<file path="config.mk">
export PLATFORM = sky130hd
export DESIGN_NAME = dst_ctrl
export DESIGN_NICKNAME = d
export VERILOG_FILES = /design/src/rtl/dst_pkg.sv /design/src/rtl/dst_ctrl.sv
export SDC_FILE = /design/constraint.sdc
export NUM_CORES = 1
export LEC_CHECK = 0
export ABC_CLOCK_PERIOD_IN_PS = 2500
export BUFFER_PORTS_ARGS = -buffer_cell sky130_fd_sc_hd__buf_2
export CAP_MARGIN = 20
export CORE_AREA = 2 2 39 41
export DETAILED_ROUTE_END_ITERATION = 7
export DIE_AREA = 0 0 41 43
export GPL_TIMING_DRIVEN = 0
export HOLD_SLACK_MARGIN = 0.06
export PLACE_DENSITY = 0.76
export SYNTH_ARGS = -nofsm -noshare
export SYNTH_HDL_FRONTEND = slang
export SYNTH_SLANG_ARGS = --single-unit
</file>
<file path="constraint.sdc">
create_clock -name clk -period 2.5 [get_ports clk]
set_input_delay 0.25 -clock clk [delete_from_list [all_inputs] [get_ports clk]]
set_output_delay 0.25 -clock clk [all_outputs]
set_load 0.01 [all_outputs]
</file>
<file path="src/rtl/dst_pkg.sv">
`default_nettype none
package dst_pkg;

	localparam int SLOTS_DEF = 64;
	localparam int KEY_W     = 64;
	localparam int BLK_W     = 64;
	localparam int IDX_W     = 6;

	typedef enum logic [1:0] {
		FN_FIND = 2'd0,
		FN_ADD  = 2'd1,
		FN_DEL  = 2'd2,
		FN_SORT = 2'd3
	} func_t;

	typedef enum logic [1:0] {
		ST_OK       = 2'd0,
		ST_EXISTS   = 2'd1,
		ST_NO_SPACE = 2'd2,
		ST_NOT_FND  = 2'd3
	} status_t;

	typedef enum logic [1:0] {
		RD_I   = 2'd0,
		RD_J   = 2'd1,
		RD_PM1 = 2'd2
	} rd_src_t;

	typedef enum logic [3:0] {
		S_IDLE,
		S_SCAN_RD,
		S_SCAN_CHK,
		S_SJ,
		S_SJ_LD,
		S_SP,
		S_SP_CHK,
		S_SPUT,
		S_DONE
	} state_t;

	typedef struct packed {
		logic        del;
		logic [KEY_W-1:0] key;
		logic [BLK_W-1:0] blk;
	} entry_t;

	typedef struct packed {
		logic    load;
		logic    rd_en;
		rd_src_t rd_src;
		logic    mark_free;
		logic    inc_i;
		logic    hit_res;
		logic    miss_res;
		logic    sort_res;
		logic    j_init;
		logic    j_inc;
		logic    hold_ld;
		logic    p_dec;
		logic    wr_shift;
		logic    wr_hold;
		logic    out_ld;
	} cmd_t;

	typedef struct packed {
		func_t func;
		logic  i_end;
		logic  hit;
		logic  rd_del;
		logic  j_done;
		logic  p_zero;
		logic  ahead;
	} sts_t;

endpackage
`default_nettype wire

</file>
<file path="src/rtl/dst_ctrl.sv">
`default_nettype none
module dst_ctrl
	import dst_pkg::*;
(
	input  wire logic clk,
	input  wire logic arst_n,
	input  wire logic req_valid,
	output logic      req_ready,
	output logic      rsp_valid,
	input  wire logic rsp_ready,
	input  wire sts_t sts,
	output cmd_t      cmd
);

	state_t state_q, state_d;
	logic   out_vld_q;

	always_ff @(posedge clk or negedge arst_n) begin
		if (!arst_n) begin
			state_q   <= S_IDLE;
			out_vld_q <= 1'b0;
		end else begin
			state_q <= state_d;
			if (cmd.out_ld) begin
				out_vld_q <= 1'b1;
			end else if (rsp_ready) begin
				out_vld_q <= 1'b0;
			end
		end
	end

	assign rsp_valid = out_vld_q;
	assign req_ready = (state_q == S_IDLE);

	always_comb begin
		state_d = state_q;
		cmd     = '0;
		cmd.rd_src = RD_I;
		case (state_q)
			S_IDLE: begin
				if (req_valid) begin
					cmd.load = 1'b1;
					state_d  = S_SCAN_RD;
				end
			end
			S_SCAN_RD: begin
				if (sts.func == FN_SORT) begin
					cmd.j_init = 1'b1;
					state_d    = S_SJ;
				end else if (sts.i_end) begin
					cmd.miss_res = 1'b1;
					state_d      = S_DONE;
				end else begin
					cmd.rd_en = 1'b1;
					state_d   = S_SCAN_CHK;
				end
			end
			S_SCAN_CHK: begin
				if (sts.hit) begin
					cmd.hit_res = 1'b1;
					state_d     = S_DONE;
				end else begin
					cmd.mark_free = sts.rd_del;
					cmd.inc_i     = 1'b1;
					state_d       = S_SCAN_RD;
				end
			end
			S_SJ: begin
				if (sts.j_done) begin
					cmd.sort_res = 1'b1;
					state_d      = S_DONE;
				end else begin
					cmd.rd_en  = 1'b1;
					cmd.rd_src = RD_J;
					state_d    = S_SJ_LD;
				end
			end
			S_SJ_LD: begin
				cmd.hold_ld = 1'b1;
				state_d     = S_SP;
			end
			S_SP: begin
				if (sts.p_zero) begin
					state_d = S_SPUT;
				end else begin
					cmd.rd_en  = 1'b1;
					cmd.rd_src = RD_PM1;
					state_d    = S_SP_CHK;
				end
			end
			S_SP_CHK: begin
				if (sts.ahead) begin
					cmd.wr_shift = 1'b1;
					cmd.p_dec    = 1'b1;
					state_d      = S_SP;
				end else begin
					state_d = S_SPUT;
				end
			end
			S_SPUT: begin
				cmd.wr_hold = 1'b1;
				cmd.j_inc   = 1'b1;
				state_d     = S_SJ;
			end
			S_DONE: begin
				if (!out_vld_q || rsp_ready) begin
					cmd.out_ld = 1'b1;
					state_d    = S_IDLE;
				end
			end
			default: begin
				state_d = S_IDLE;
			end
		endcase
	end

	a_load_idle: assert property (@(posedge clk) disable iff (!arst_n)
		cmd.load |-> state_q == S_IDLE)
		else $error("load outside idle");
	a_out_from_done: assert property (@(posedge clk) disable iff (!arst_n)
		$rose(out_vld_q) |-> $past(state_q) == S_DONE)
		else $error("result word without finished operation");
	a_single_write: assert property (@(posedge clk) disable iff (!arst_n)
		!(cmd.wr_shift && cmd.wr_hold))
		else $error("two writes in one cycle");

endmodule
`default_nettype wire

</file>
==> flow_summary_export.csv, run 1 <==
group,metric,value,unit
outcome,outcome,"finished clean",
drt,drt_iter0_drc,17,
power_and_ir_drop,peakVddDrop,0.6461,mV
power_and_ir_drop,totalPowerFinal,655.8,uW
timing,slew-limit-headroom,70.48,%
logic_synthesis,synth_common_cells,"nor2_1, dfrtp_1, nand2_1",
drt,dr.pass1.iters,4,
logic_synthesis,synthSimpleGateAreaFrac,46.24,%
logic_synthesis,syn_inst,52,
worst_setup_path,critPathTopFamily,"simple AND/OR/NAND/NOR gates",
global_routing,grt_overflow,0,
worst_hold_path,hold_path.class,"primary input to register",
logic_synthesis,synth-edff-count,0,
worst_setup_path,crit_start,"state_q[1]",
cells_and_area,areaGrowthSynthToFinish,46.53,%
logic_synthesis,yosys.area.top_type,"dfrtp_1",
placed_design,gp_congestion,0.8114,
drt,avgViaCountPerCell,4.980,
floorplanning,core_area,1384,um2
logic_synthesis,synthAdderAreaFrac,0,%
floorplanning,initial_utilization,31.28,%
timing,fmax,532.2,MHz
cts,clk_latency,0.25,ns
logic_synthesis,synth.most_common_cell,"nor2_1",
logic_synthesis,syn_nets,64,
cells_and_area,final_core_util,45.84,%
timing,worstMarginPinSlew,0.4387,ns
flow_run,drv_cap,0,
worst_setup_path,crit_path_end_kind,"output pin",
power_and_ir_drop,p_leak,0.3729,nW
logic_synthesis,synthArstFlopShare,100.0,%
logic_synthesis,synth_area_leaders,"dfrtp_1, nor4b_2, nor2_1, buf_4, nand2_1",
worst_setup_path,critPathCapture,"cmd[14]",
cells_and_area,drive_above_1_share,50.00,%
worst_setup_path,critPathBufInv,2,
floorplanning,die_w,41,um
floorplanning,io_pins,30,
drt,routed_wl,1164,um
logic_synthesis,synth-xor-area-share,0,%
logic_synthesis,synthFlopType,"dfrtp_1",
worst_setup_path,r2r_start,"state_q[0]",
cells_and_area,nets,99,
drt,wl_per_cell,11.41,um
power_and_ir_drop,p_per_area,1034,nW/um2
worst_setup_path,cp.depth,5,
worst_setup_path,critPathArrivalTime,1.63,ns
logic_synthesis,ys_ff_latch,5,
timing,finalSetupViolCount,0,
timing,post-route-period-util,75.15,%
worst_setup_path,cpMostUsedCell,"buf_2",
timing,setup-tns-final,0,ns
global_routing,grt_pass1_vias,468,
drt,num_vias,508,
floorplanning,rows,14,
logic_synthesis,ys_warn_count,0,
worst_setup_path,path_class,"register to output pin",
logic_synthesis,avgSynthCellArea,8.325,um2
drt,drc_errors,0,
global_routing,grt_usage,15.64,%
logic_synthesis,synth_top_family_by_area,"simple AND/OR/NAND/NOR gates",
timing,finalHoldViolations,0,
placed_design,hpwlAfterDp,901.6,um
worst_setup_path,reg2reg_slack,1.01,ns
cts,htreeDepth,1,
worst_setup_path,worstRegToRegCells,4,
timing,rsz0062_at_grt,"false",
global_routing,antenna_found_initial,0,
cts,ctsResizeCount,0,
worst_setup_path,crit_chain,"buf_2, nand2_1, nor4_1, a311o_1, buf_2",
floorplanning,die_h,43,um
global_routing,grt_max_degree,11,
logic_synthesis,synth-compound-area-share,10.69,%
worst_setup_path,start_kind,"register",
cells_and_area,antenna_cells,0,
cts,cts_buffers,3,
floorplanning,dieArea,1763,um2
cts,clockBufferDepth,2,
cts,clkSlewWorstSetupHoldPaths,0.05,ns
logic_synthesis,yosys.cell_types.count,25,
global_routing,grt_pass1_wl,1918,um
worst_setup_path,worstPathRequired,2.25,ns
timing,fin_crit,1.879,ns
worst_setup_path,cp_slowest_cell,"dfrtp_1",
worst_setup_path,timing.rr.end,"state_q[3]",
worst_setup_path,max_stage_delay,0.37,ns
timing,maxSlewViolCount,0,
cts,clock-sinks,5,
logic_synthesis,yosysSeqAreaShare,28.90,%
cts,root_buffer,"clkbuf_4",
drt,ant_nets,0,
worst_setup_path,cp_max_fo,10,
timing,fin_skew,0.004398,ns
logic_synthesis,muxShareOfSynthArea,2.312,%
logic_synthesis,synth_top_area_share,28.90,%
placed_design,io_buffers,29,
logic_synthesis,synth_area,432.9,um2
cts,cts_tree,"done",
tightest hold or removal path: stages:
cell,delay [ns]
buf_2,0.08
nor2b_1,0.05
nand2b_1,0.14
per-layer routing:
metal	up-vias	track usage (%)	wire (um)	part of all wire, %
met5	-	0	0	0
met4	0	8.000	19	1.6
met3	2	1.571	81	7.0
met1	227	19.28	497	43
li1	253	-	-	-
met2	26	25.31	565	49
stage by stage:
stage	setup slack (ns)	instance area, um2	hold WS [ns]	cells
after detailed placement	0.8937	598.1	0.07360	97
after global placement	0.9317	598.1	0.07191	97
after floorplan	0.9393	432.9	-0.04559	52
after CTS	0.6149	634.4	0.3044	102
final	0.6211	634.4	0.3088	102
after global routing	0.5218	634.4	0.3420	102
cell families after synthesis:
group           after synthesis
buf+inv                       8
simple gates                 32
flops                         5
compound gates                6
mux                           1
how the worst min path moves through the flow:
stage                    from    endpoint  slack [ns]  cells past startpoint
floorplan              arst_n   rsp_valid       -0.05                      0
global placement       arst_n   rsp_valid        0.07                      1
detailed placement     arst_n   rsp_valid        0.07                      1
CTS                 rsp_ready   rsp_valid        0.30                      3
global route           arst_n  state_q[0]        0.34                      2
finish              rsp_ready   rsp_valid        0.31                      3
state kept, by name, indices dropped and copies added (netlist names):
register and cells:
state_q 4, rsp_valid 1
what timing repair did:
item / 4_1_cts / 5_1_grt
setup buffers: 0 / 0
hold buffers: 1 / 0
hold endpoints to repair: 5 / 0
endpoints found under the setup margin: 0 / 0
cell type report:
cell class / instances / area [um2]
fillers: 154 / 749.5
multi-input cells: 39 / 256.5
repair buffers: 30 / 155.1
flip-flops and latches: 5 / 125.1
plain buffers: 6 / 43.79
clock buffers: 4 / 26.28
well taps: 16 / 20.02
inverters: 2 / 7.507
placed cells by master, fill, tap and decap left out, drive strengths merged, types with 2 or more instances in the layout:
cell    count
and2        2
nor3        2
nor4b       2
nor2b       2
dfrtp       5
clkbuf      4
nor4        2
and3        3
buf        35
nor2        7
nand2b      3
o21ai       2
nand2       5
inv         2
report_power, final:
part           leakage, nW  switching [mW]  total [mW]  internal (mW)
clock               0.0150          0.0402       0.101         0.0608
sequential          0.0656          0.0201       0.137          0.117
combinational        0.292           0.227       0.417          0.190
(Power assumes the default switching activity.)
==> run 2, diff against run 1 <==
--- a/config.mk
+++ b/config.mk
@@ -5,7 +5,8 @@
 export SDC_FILE = /design/constraint.sdc
 export NUM_CORES = 1
 export LEC_CHECK = 0
-export ABC_CLOCK_PERIOD_IN_PS = 2500
+export ABC_AREA = 1
+export ABC_CLOCK_PERIOD_IN_PS = 1730
 export BUFFER_PORTS_ARGS = -buffer_cell sky130_fd_sc_hd__buf_2
 export CAP_MARGIN = 20
 export CORE_AREA = 2 2 39 41
@@ -13,7 +14,7 @@
 export DIE_AREA = 0 0 41 43
 export GPL_TIMING_DRIVEN = 0
 export HOLD_SLACK_MARGIN = 0.06
-export PLACE_DENSITY = 0.76
+export PLACE_DENSITY = 0.78
 export SYNTH_ARGS = -nofsm -noshare
 export SYNTH_HDL_FRONTEND = slang
 export SYNTH_SLANG_ARGS = --single-unit
==> constraint.sdc (replaced) <==
create_clock -name clk -period 1.73 [get_ports clk]
set_input_delay 0.173 -clock clk [delete_from_list [all_inputs] [get_ports clk]]
set_output_delay 0.173 -clock clk [all_outputs]
set_load 0.01 [all_outputs]
==> flow_summary_export.csv, run 2 <==
group,metric,value,unit
drt,drt_iter0_drc,5,
worst_setup_path,cp_max_fo,6,
worst_setup_path,cp_slowest_cell,"dfrtp_1",
placed_design,dpl-instance-area,633.1,um2
drt,drc_errors,0,
cells_and_area,multiInputGateArea,236.5,um2
logic_synthesis,synth_common_cells,"inv_1, nand2_1, nor2_1",
logic_synthesis,synthAdderAreaFrac,0,%
cts,cts_tree,"done",
logic_synthesis,synth_top_family_by_area,"simple AND/OR/NAND/NOR gates",
logic_synthesis,synth-edff-count,0,
cells_and_area,final_cell_mix,"buf_2, inv_1, nor2_1, nand2_1, nand3_1",
cells_and_area,final_common_cell,"buf_2",
cts,clkSlewWorstSetupHoldPaths,0.05,ns
timing,worstMarginPinSlew,0.2268,ns
logic_synthesis,yosys.cell_types.count,17,
worst_setup_path,crit_path_end_kind,"output pin",
flow_run,drv_cap,0,
logic_synthesis,syn_inst,76,
logic_synthesis,ys_ff_latch,5,
logic_synthesis,yosys.area.top_type,"dfrtp_1",
worst_hold_path,hold_path.class,"primary input to register",
logic_synthesis,avgSynthCellArea,6.157,um2
timing,fmax,647.8,MHz
logic_synthesis,ys_warn_count,0,
cts,clockBufferDepth,2,
placed_design,hpwlAfterDp,980.9,um
logic_synthesis,synth_top_area_share,26.74,%
power_and_ir_drop,p_per_area,1322,nW/um2
floorplanning,die_h,43,um
floorplanning,core_area,1384,um2
placed_design,gp_congestion,0.7521,
cells_and_area,seq_area,125.1,um2
worst_setup_path,critPathBufInv,4,
logic_synthesis,synthSimpleGateAreaFrac,43.85,%
timing,finalHoldViolations,0,
logic_synthesis,synth-compound-area-share,5.348,%
worst_setup_path,worstPathRequired,1.56,ns
worst_setup_path,path_class,"register to output pin",
timing,maxSlewViolCount,0,
logic_synthesis,synth_area,467.9,um2
floorplanning,initial_utilization,33.82,%
global_routing,grt_usage,13.90,%
drt,routed_wl,1138,um
timing,rsz0062_at_grt,"false",
drt,dr.pass1.iters,4,
logic_synthesis,syn_nets,88,
global_routing,grt_overflow,0,
worst_setup_path,crit_chain,"inv_1, nor2_2, inv_2, nor4_2, buf_4, buf_2",
logic_synthesis,synthFlopType,"dfrtp_1",
logic_synthesis,muxShareOfSynthArea,0,%
cells_and_area,antenna_cells,0,
timing,fin_skew,0.004663,ns
worst_setup_path,critPathTopFamily,"buffers and inverters",
cells_and_area,largest_register,"state_q",
power_and_ir_drop,peakVddDrop,0.4940,mV
logic_synthesis,synthArstFlopShare,100.0,%
cts,cts_buffers,3,
global_routing,grt_pass1_wl,1711,um
cts,root_buffer,"clkbuf_4",
placed_design,io_buffers,29,
timing,setup-tns-final,0,ns
floorplanning,rows,14,
cells_and_area,finalInstanceArea,675.6,um2
worst_setup_path,start_kind,"register",
floorplanning,io_pins,30,
power_and_ir_drop,p_leak,0.4744,nW
drt,avgViaCountPerCell,4.365,
outcome,outcome,"finished clean",
timing,fin_crit,1.544,ns
drt,ant_nets,0,
drt,wl_per_cell,9.032,um
floorplanning,dieArea,1763,um2
floorplanning,die_w,41,um
cts,clock-sinks,5,
cells_and_area,largest_reg_flops,4,
timing,post-route-period-util,89.23,%
worst_setup_path,critPathArrivalTime,1.37,ns
global_routing,grt_max_degree,9,
cts,htreeDepth,1,
timing,slew-limit-headroom,84.75,%
logic_synthesis,synth-xor-area-share,0,%
logic_synthesis,yosysSeqAreaShare,26.74,%
timing,finalSetupViolCount,0,
cells_and_area,nets,123,
logic_synthesis,synth.most_common_cell,"inv_1",
cells_and_area,fill_cells,155,
cts,clk_latency,0.25,ns
cells_and_area,areaGrowthSynthToFinish,44.38,%
logic_synthesis,synth_area_leaders,"dfrtp_1, inv_1, nand2_1, nor2_1, nand3_1",
cts,post_cts_buffers,0,
worst_setup_path,max_stage_delay,0.40,ns
global_routing,grt_pass1_vias,474,
global_routing,antenna_found_initial,0,
drt,num_vias,550,
cells_and_area,drive_above_1_share,46.36,%
-- run 2: changes by cell type after synthesis, moves of 3 or more --
cell / previous run / this run
nand2_1: 5 / 10
nand3_1: 1 / 7
nor2_1: 7 / 10
nand2b_1: 3 / 0
nor2_2: 0 / 5
inv_2: 0 / 5
inv_1: 2 / 18
-- run 2: through the flow --
stage	utilization [%]	power [mW]	hold slack (ns)	instances	worst slack (ns)
floorplan	-	0.6003	-0.1226	76	0.2894
global placement	45.75	0.7364	-0.01015	121	0.3887
detailed placement	45.75	0.7499	0.002157	121	0.3697
CTS	48.37	0.8972	0.1313	126	0.1022
global route	48.82	0.9668	0.1372	126	0.06628
finish	48.82	0.8932	0.1270	126	0.1863
-- run 2: layout make-up --
class	count	area share [%]
clock buffers	4	3.889
flip-flops and latches	5	18.52
well taps	16	2.963
multi-input cells	45	35.00
inverters	23	12.78
plain buffers	3	3.889
repair buffers	30	22.96
-- run 2: where the power goes --
part           leakage (nW)  internal, mW  switching (mW)
Sequential           0.0657         0.160          0.0473
Combinational         0.394         0.207           0.337
Clock                0.0150        0.0876          0.0543
-- run 2: kinds of logic after synthesis --
| kind of cell | after synthesis |
|---|---|
| compound gates | 5 |
| buf+inv | 26 |
| flops | 5 |
| simple gates | 40 |
-- run 2: routing by layer --
metal  vias to the layer above  wire (um)  track usage, %
met3                         2         75           1.571
met5                         -          0               0
met2                        19        611           24.38
li1                        292          -               -
met1                       237        440           15.58
met4                         0         12           6.000
-- run 2: worst paths after layout --
path / startpoint / to / slack (ns) / cells after the start
max reg2reg: state_q[3] / state_q[1] / 0.63 / 5
min reg2reg: rsp_valid / rsp_valid / 0.54 / 2
max: state_q[2] / cmd[3] / 0.19 / 6
min: rsp_ready / rsp_valid / 0.13 / 2
min in group asynchronous: arst_n / rsp_valid / 0.27 / 2
max in group asynchronous: arst_n / state_q[1] / 1.32 / 2
-- run 2: repair_timing --
action / in CTS / in global routing
hold buffers: 1 / 0
hold endpoints to repair: 5 / 0
gates resized for setup: 0 / 1
endpoints found under the setup margin: 0 / 1
==> run 3, diff against run 2 <==
==> config.mk (replaced) <==
export PLATFORM = sky130hd
export DESIGN_NAME = dst_ctrl
export DESIGN_NICKNAME = d
export VERILOG_FILES = /design/src/rtl/dst_pkg.sv /design/src/rtl/dst_ctrl.sv
export SDC_FILE = /design/constraint.sdc
export NUM_CORES = 1
export LEC_CHECK = 0
export ABC_CLOCK_PERIOD_IN_PS = 1730
export BUFFER_PORTS_ARGS = -buffer_cell sky130_fd_sc_hd__buf_2
export CAP_MARGIN = 20
export CELL_PAD_IN_SITES_DETAIL_PLACEMENT = 1
export CELL_PAD_IN_SITES_GLOBAL_PLACEMENT = 2
export CORE_ASPECT_RATIO = 1.1
export CORE_MARGIN = 2
export CORE_UTILIZATION = 19
export DETAILED_ROUTE_END_ITERATION = 7
export GPL_TIMING_DRIVEN = 0
export HOLD_SLACK_MARGIN = 0.06
export PLACE_DENSITY = 0.83
export SYNTH_ARGS = -nofsm -noshare
export SYNTH_HDL_FRONTEND = slang
export SYNTH_SLANG_ARGS = --single-unit
export TNS_END_PERCENT = 30
==> flow_summary_export.csv, run 3 (same netlist as run 1, synthesis figures left out) <==
group,metric,value,unit
worst_setup_path,worstPathRequired,1.56,ns
placed_design,gp_congestion,0.7073,
power_and_ir_drop,p_leak,0.3906,nW
placed_design,io_buffers,29,
cts,clk_latency,0.25,ns
power_and_ir_drop,p_per_area,1516,nW/um2
timing,finalHoldViolations,0,
cts,clock-sinks,5,
placed_design,hpwlAfterDp,1142,um
global_routing,grt_pass1_vias,505,
cts,post_cts_buffers,0,
global_routing,grt_pass1_wl,2277,um
drt,num_vias,519,
global_routing,grt_overflow,0,
floorplanning,die_h,54.07,um
power_and_ir_drop,power.switching,488.9,uW
worst_setup_path,reg2reg_slack,0.23,ns
cells_and_area,largest_register,"state_q",
global_routing,grt_usage,11.68,%
floorplanning,die_w,49.51,um
floorplanning,initial_utilization,19.61,%
power_and_ir_drop,intPower,609.5,uW
power_and_ir_drop,totalPowerFinal,1.098,mW
cts,cts_buffers,3,
drt,dr.pass1.iters,4,
floorplanning,dieArea,2677,um2
timing,worstMarginPinSlew,0.2671,ns
drt,m1WireLength,577,um
cts,clkSlewWorstSetupHoldPaths,0.05,ns
floorplanning,io_pins,30,
timing,finalWorstSetupSlack,0.07073,ns
cells_and_area,drive_above_1_share,59.30,%
drt,drc_errors,0,
drt,wl_met2,718,um
drt,met3_length,88,um
cells_and_area,fill_cells,294,
placed_design,dp_slack,0.1444,ns
cells_and_area,nets,99,
worst_setup_path,path_class,"register to output pin",
power_and_ir_drop,swShare,44.51,%
power_and_ir_drop,power_frac_clock,13.0,%
drt,routed_wl,1427,um
worst_setup_path,critPathArrivalTime,1.49,ns
global_routing,grt_max_degree,11,
worst_setup_path,cp_max_fo,10,
drt,wl_per_cell,12.30,um
timing,maxSlewViolCount,0,
drt,top_layer,"met4",
floorplanning,rows,18,
drt,ant_nets,0,
cells_and_area,areaGrowthSynthToFinish,67.34,%
global_routing,antenna_found_initial,0,
cells_and_area,final_common_cell,"buf_2",
timing,fmax,602.7,MHz
worst_setup_path,crit_path_end_kind,"output pin",
floorplanning,core_area,2207,um2
power_and_ir_drop,peakVddDrop,0.7535,mV
cts,root_buffer,"clkbuf_4",
flow_run,drv_cap,0,
worst_hold_path,hold_path.class,"primary input to register",
timing,fin_crit,1.659,ns
power_and_ir_drop,combPwrFrac,67.7,%
outcome,outcome,"finished clean",
timing,finalSetupViolCount,0,
timing,post-route-period-util,95.91,%
power_and_ir_drop,seqPwrFrac,19.2,%
drt,drt_iter0_drc,8,
worst_setup_path,start_kind,"register",
cts,htreeDepth,1,
cells_and_area,final_cell_mix,"buf_2, nor2_1, dfrtp_1",
timing,slew-limit-headroom,82.12,%
cts,cts_tree,"done",
cells_and_area,antenna_cells,0,
drt,avgViaCountPerCell,4.474,
cts,clockBufferDepth,2,
timing,fin_skew,0.002110,ns
cells_and_area,largest_reg_flops,4,
==> run 3: changes by cell type in the layout (fill, tap and decap cells not counted), moves of 4 or more <==
| cell | delta |
|---|---|
| nor2_1 | -4 |
| nor2_2 | -4 |
| nand2_1 | -6 |
| nand3_1 | -6 |
| inv_1 | -16 |
| inv_2 | -5 |
==> run 3: worst paths after layout <==
| check | from | end | depth (start not counted) |
|---|---|---|---|
| setup / recovery | state_q[2] | cmd[14] | 5 |
| hold / removal | rsp_ready | rsp_valid | 3 |
| hold reg to reg | state_q[3] | state_q[2] | 2 |
| max in group asynchronous | arst_n | state_q[1] | 2 |
| min in group asynchronous | arst_n | state_q[2] | 2 |
| setup reg to reg | state_q[2] | state_q[3] | 4 |
==> run 3: through the flow <==
| step | setup TNS (ns) | util [%] | std cells | hold WS, ns | cell area (um2) |
|---|---|---|---|---|---|
| 2_1_floorplan | 0 | - | 52 | -0.1226 | 432.9 |
| 3_3_place_gp | 0 | 27.89 | 111 | -0.005946 | 615.6 |
| 3_5_place_dp | 0 | 27.89 | 111 | -0.002145 | 615.6 |
| 4_1_cts | -0.02411 | 30.05 | 116 | 0.2250 | 663.1 |
| 5_1_grt | -0.001547 | 32.82 | 116 | 0.2543 | 724.4 |
| 6_report | 0 | 32.82 | 116 | 0.2213 | 724.4 |
==> run 3: layout make-up <==
cell class | instances | area (um2) | area share [%]
flip-flops and latches | 5 | 125.1 | 17.27
clock buffers | 4 | 26.28 | 3.627
multi-input cells | 39 | 316.6 | 43.70
well taps | 30 | 37.54 | 5.181
repair buffers | 30 | 155.1 | 21.42
inverters | 2 | 7.507 | 1.036
plain buffers | 6 | 56.30 | 7.772
==> run 3: layer usage <==
metal	up-vias	track usage, %
li1	250	-
met1	241	12.62
met2	23	19.82
met3	5	2.778
met4	0	9.722
met5	-	0
==> run 3: power groups by stage <==
stage               clock, mW  sequential (mW)  combinational (mW)
floorplan                   0            0.200               0.426
global placement            0            0.195               0.609
detailed placement          0            0.201               0.622
CTS                     0.145            0.199               0.642
global route            0.151            0.217               0.827
finish                  0.143            0.211               0.744
==> run 3: worst max-delay path: stages (launching register included) <==
cell,delay (ns)
dfrtp_1,0.39
buf_4,0.22
nand2b_4,0.09
nor4b_4,0.27
a311o_1,0.14
buf_2,0.12
==> run 3: repair_timing <==
| item | in CTS | in global routing |
|---|---|---|
| endpoints found under the setup margin | 3 | 7 |
| resized for setup | 2 | 16 |
| pin swaps | 0 | 2 |
| endpoints found under the hold margin | 5 | 0 |
| hold buffers | 1 | 0 |
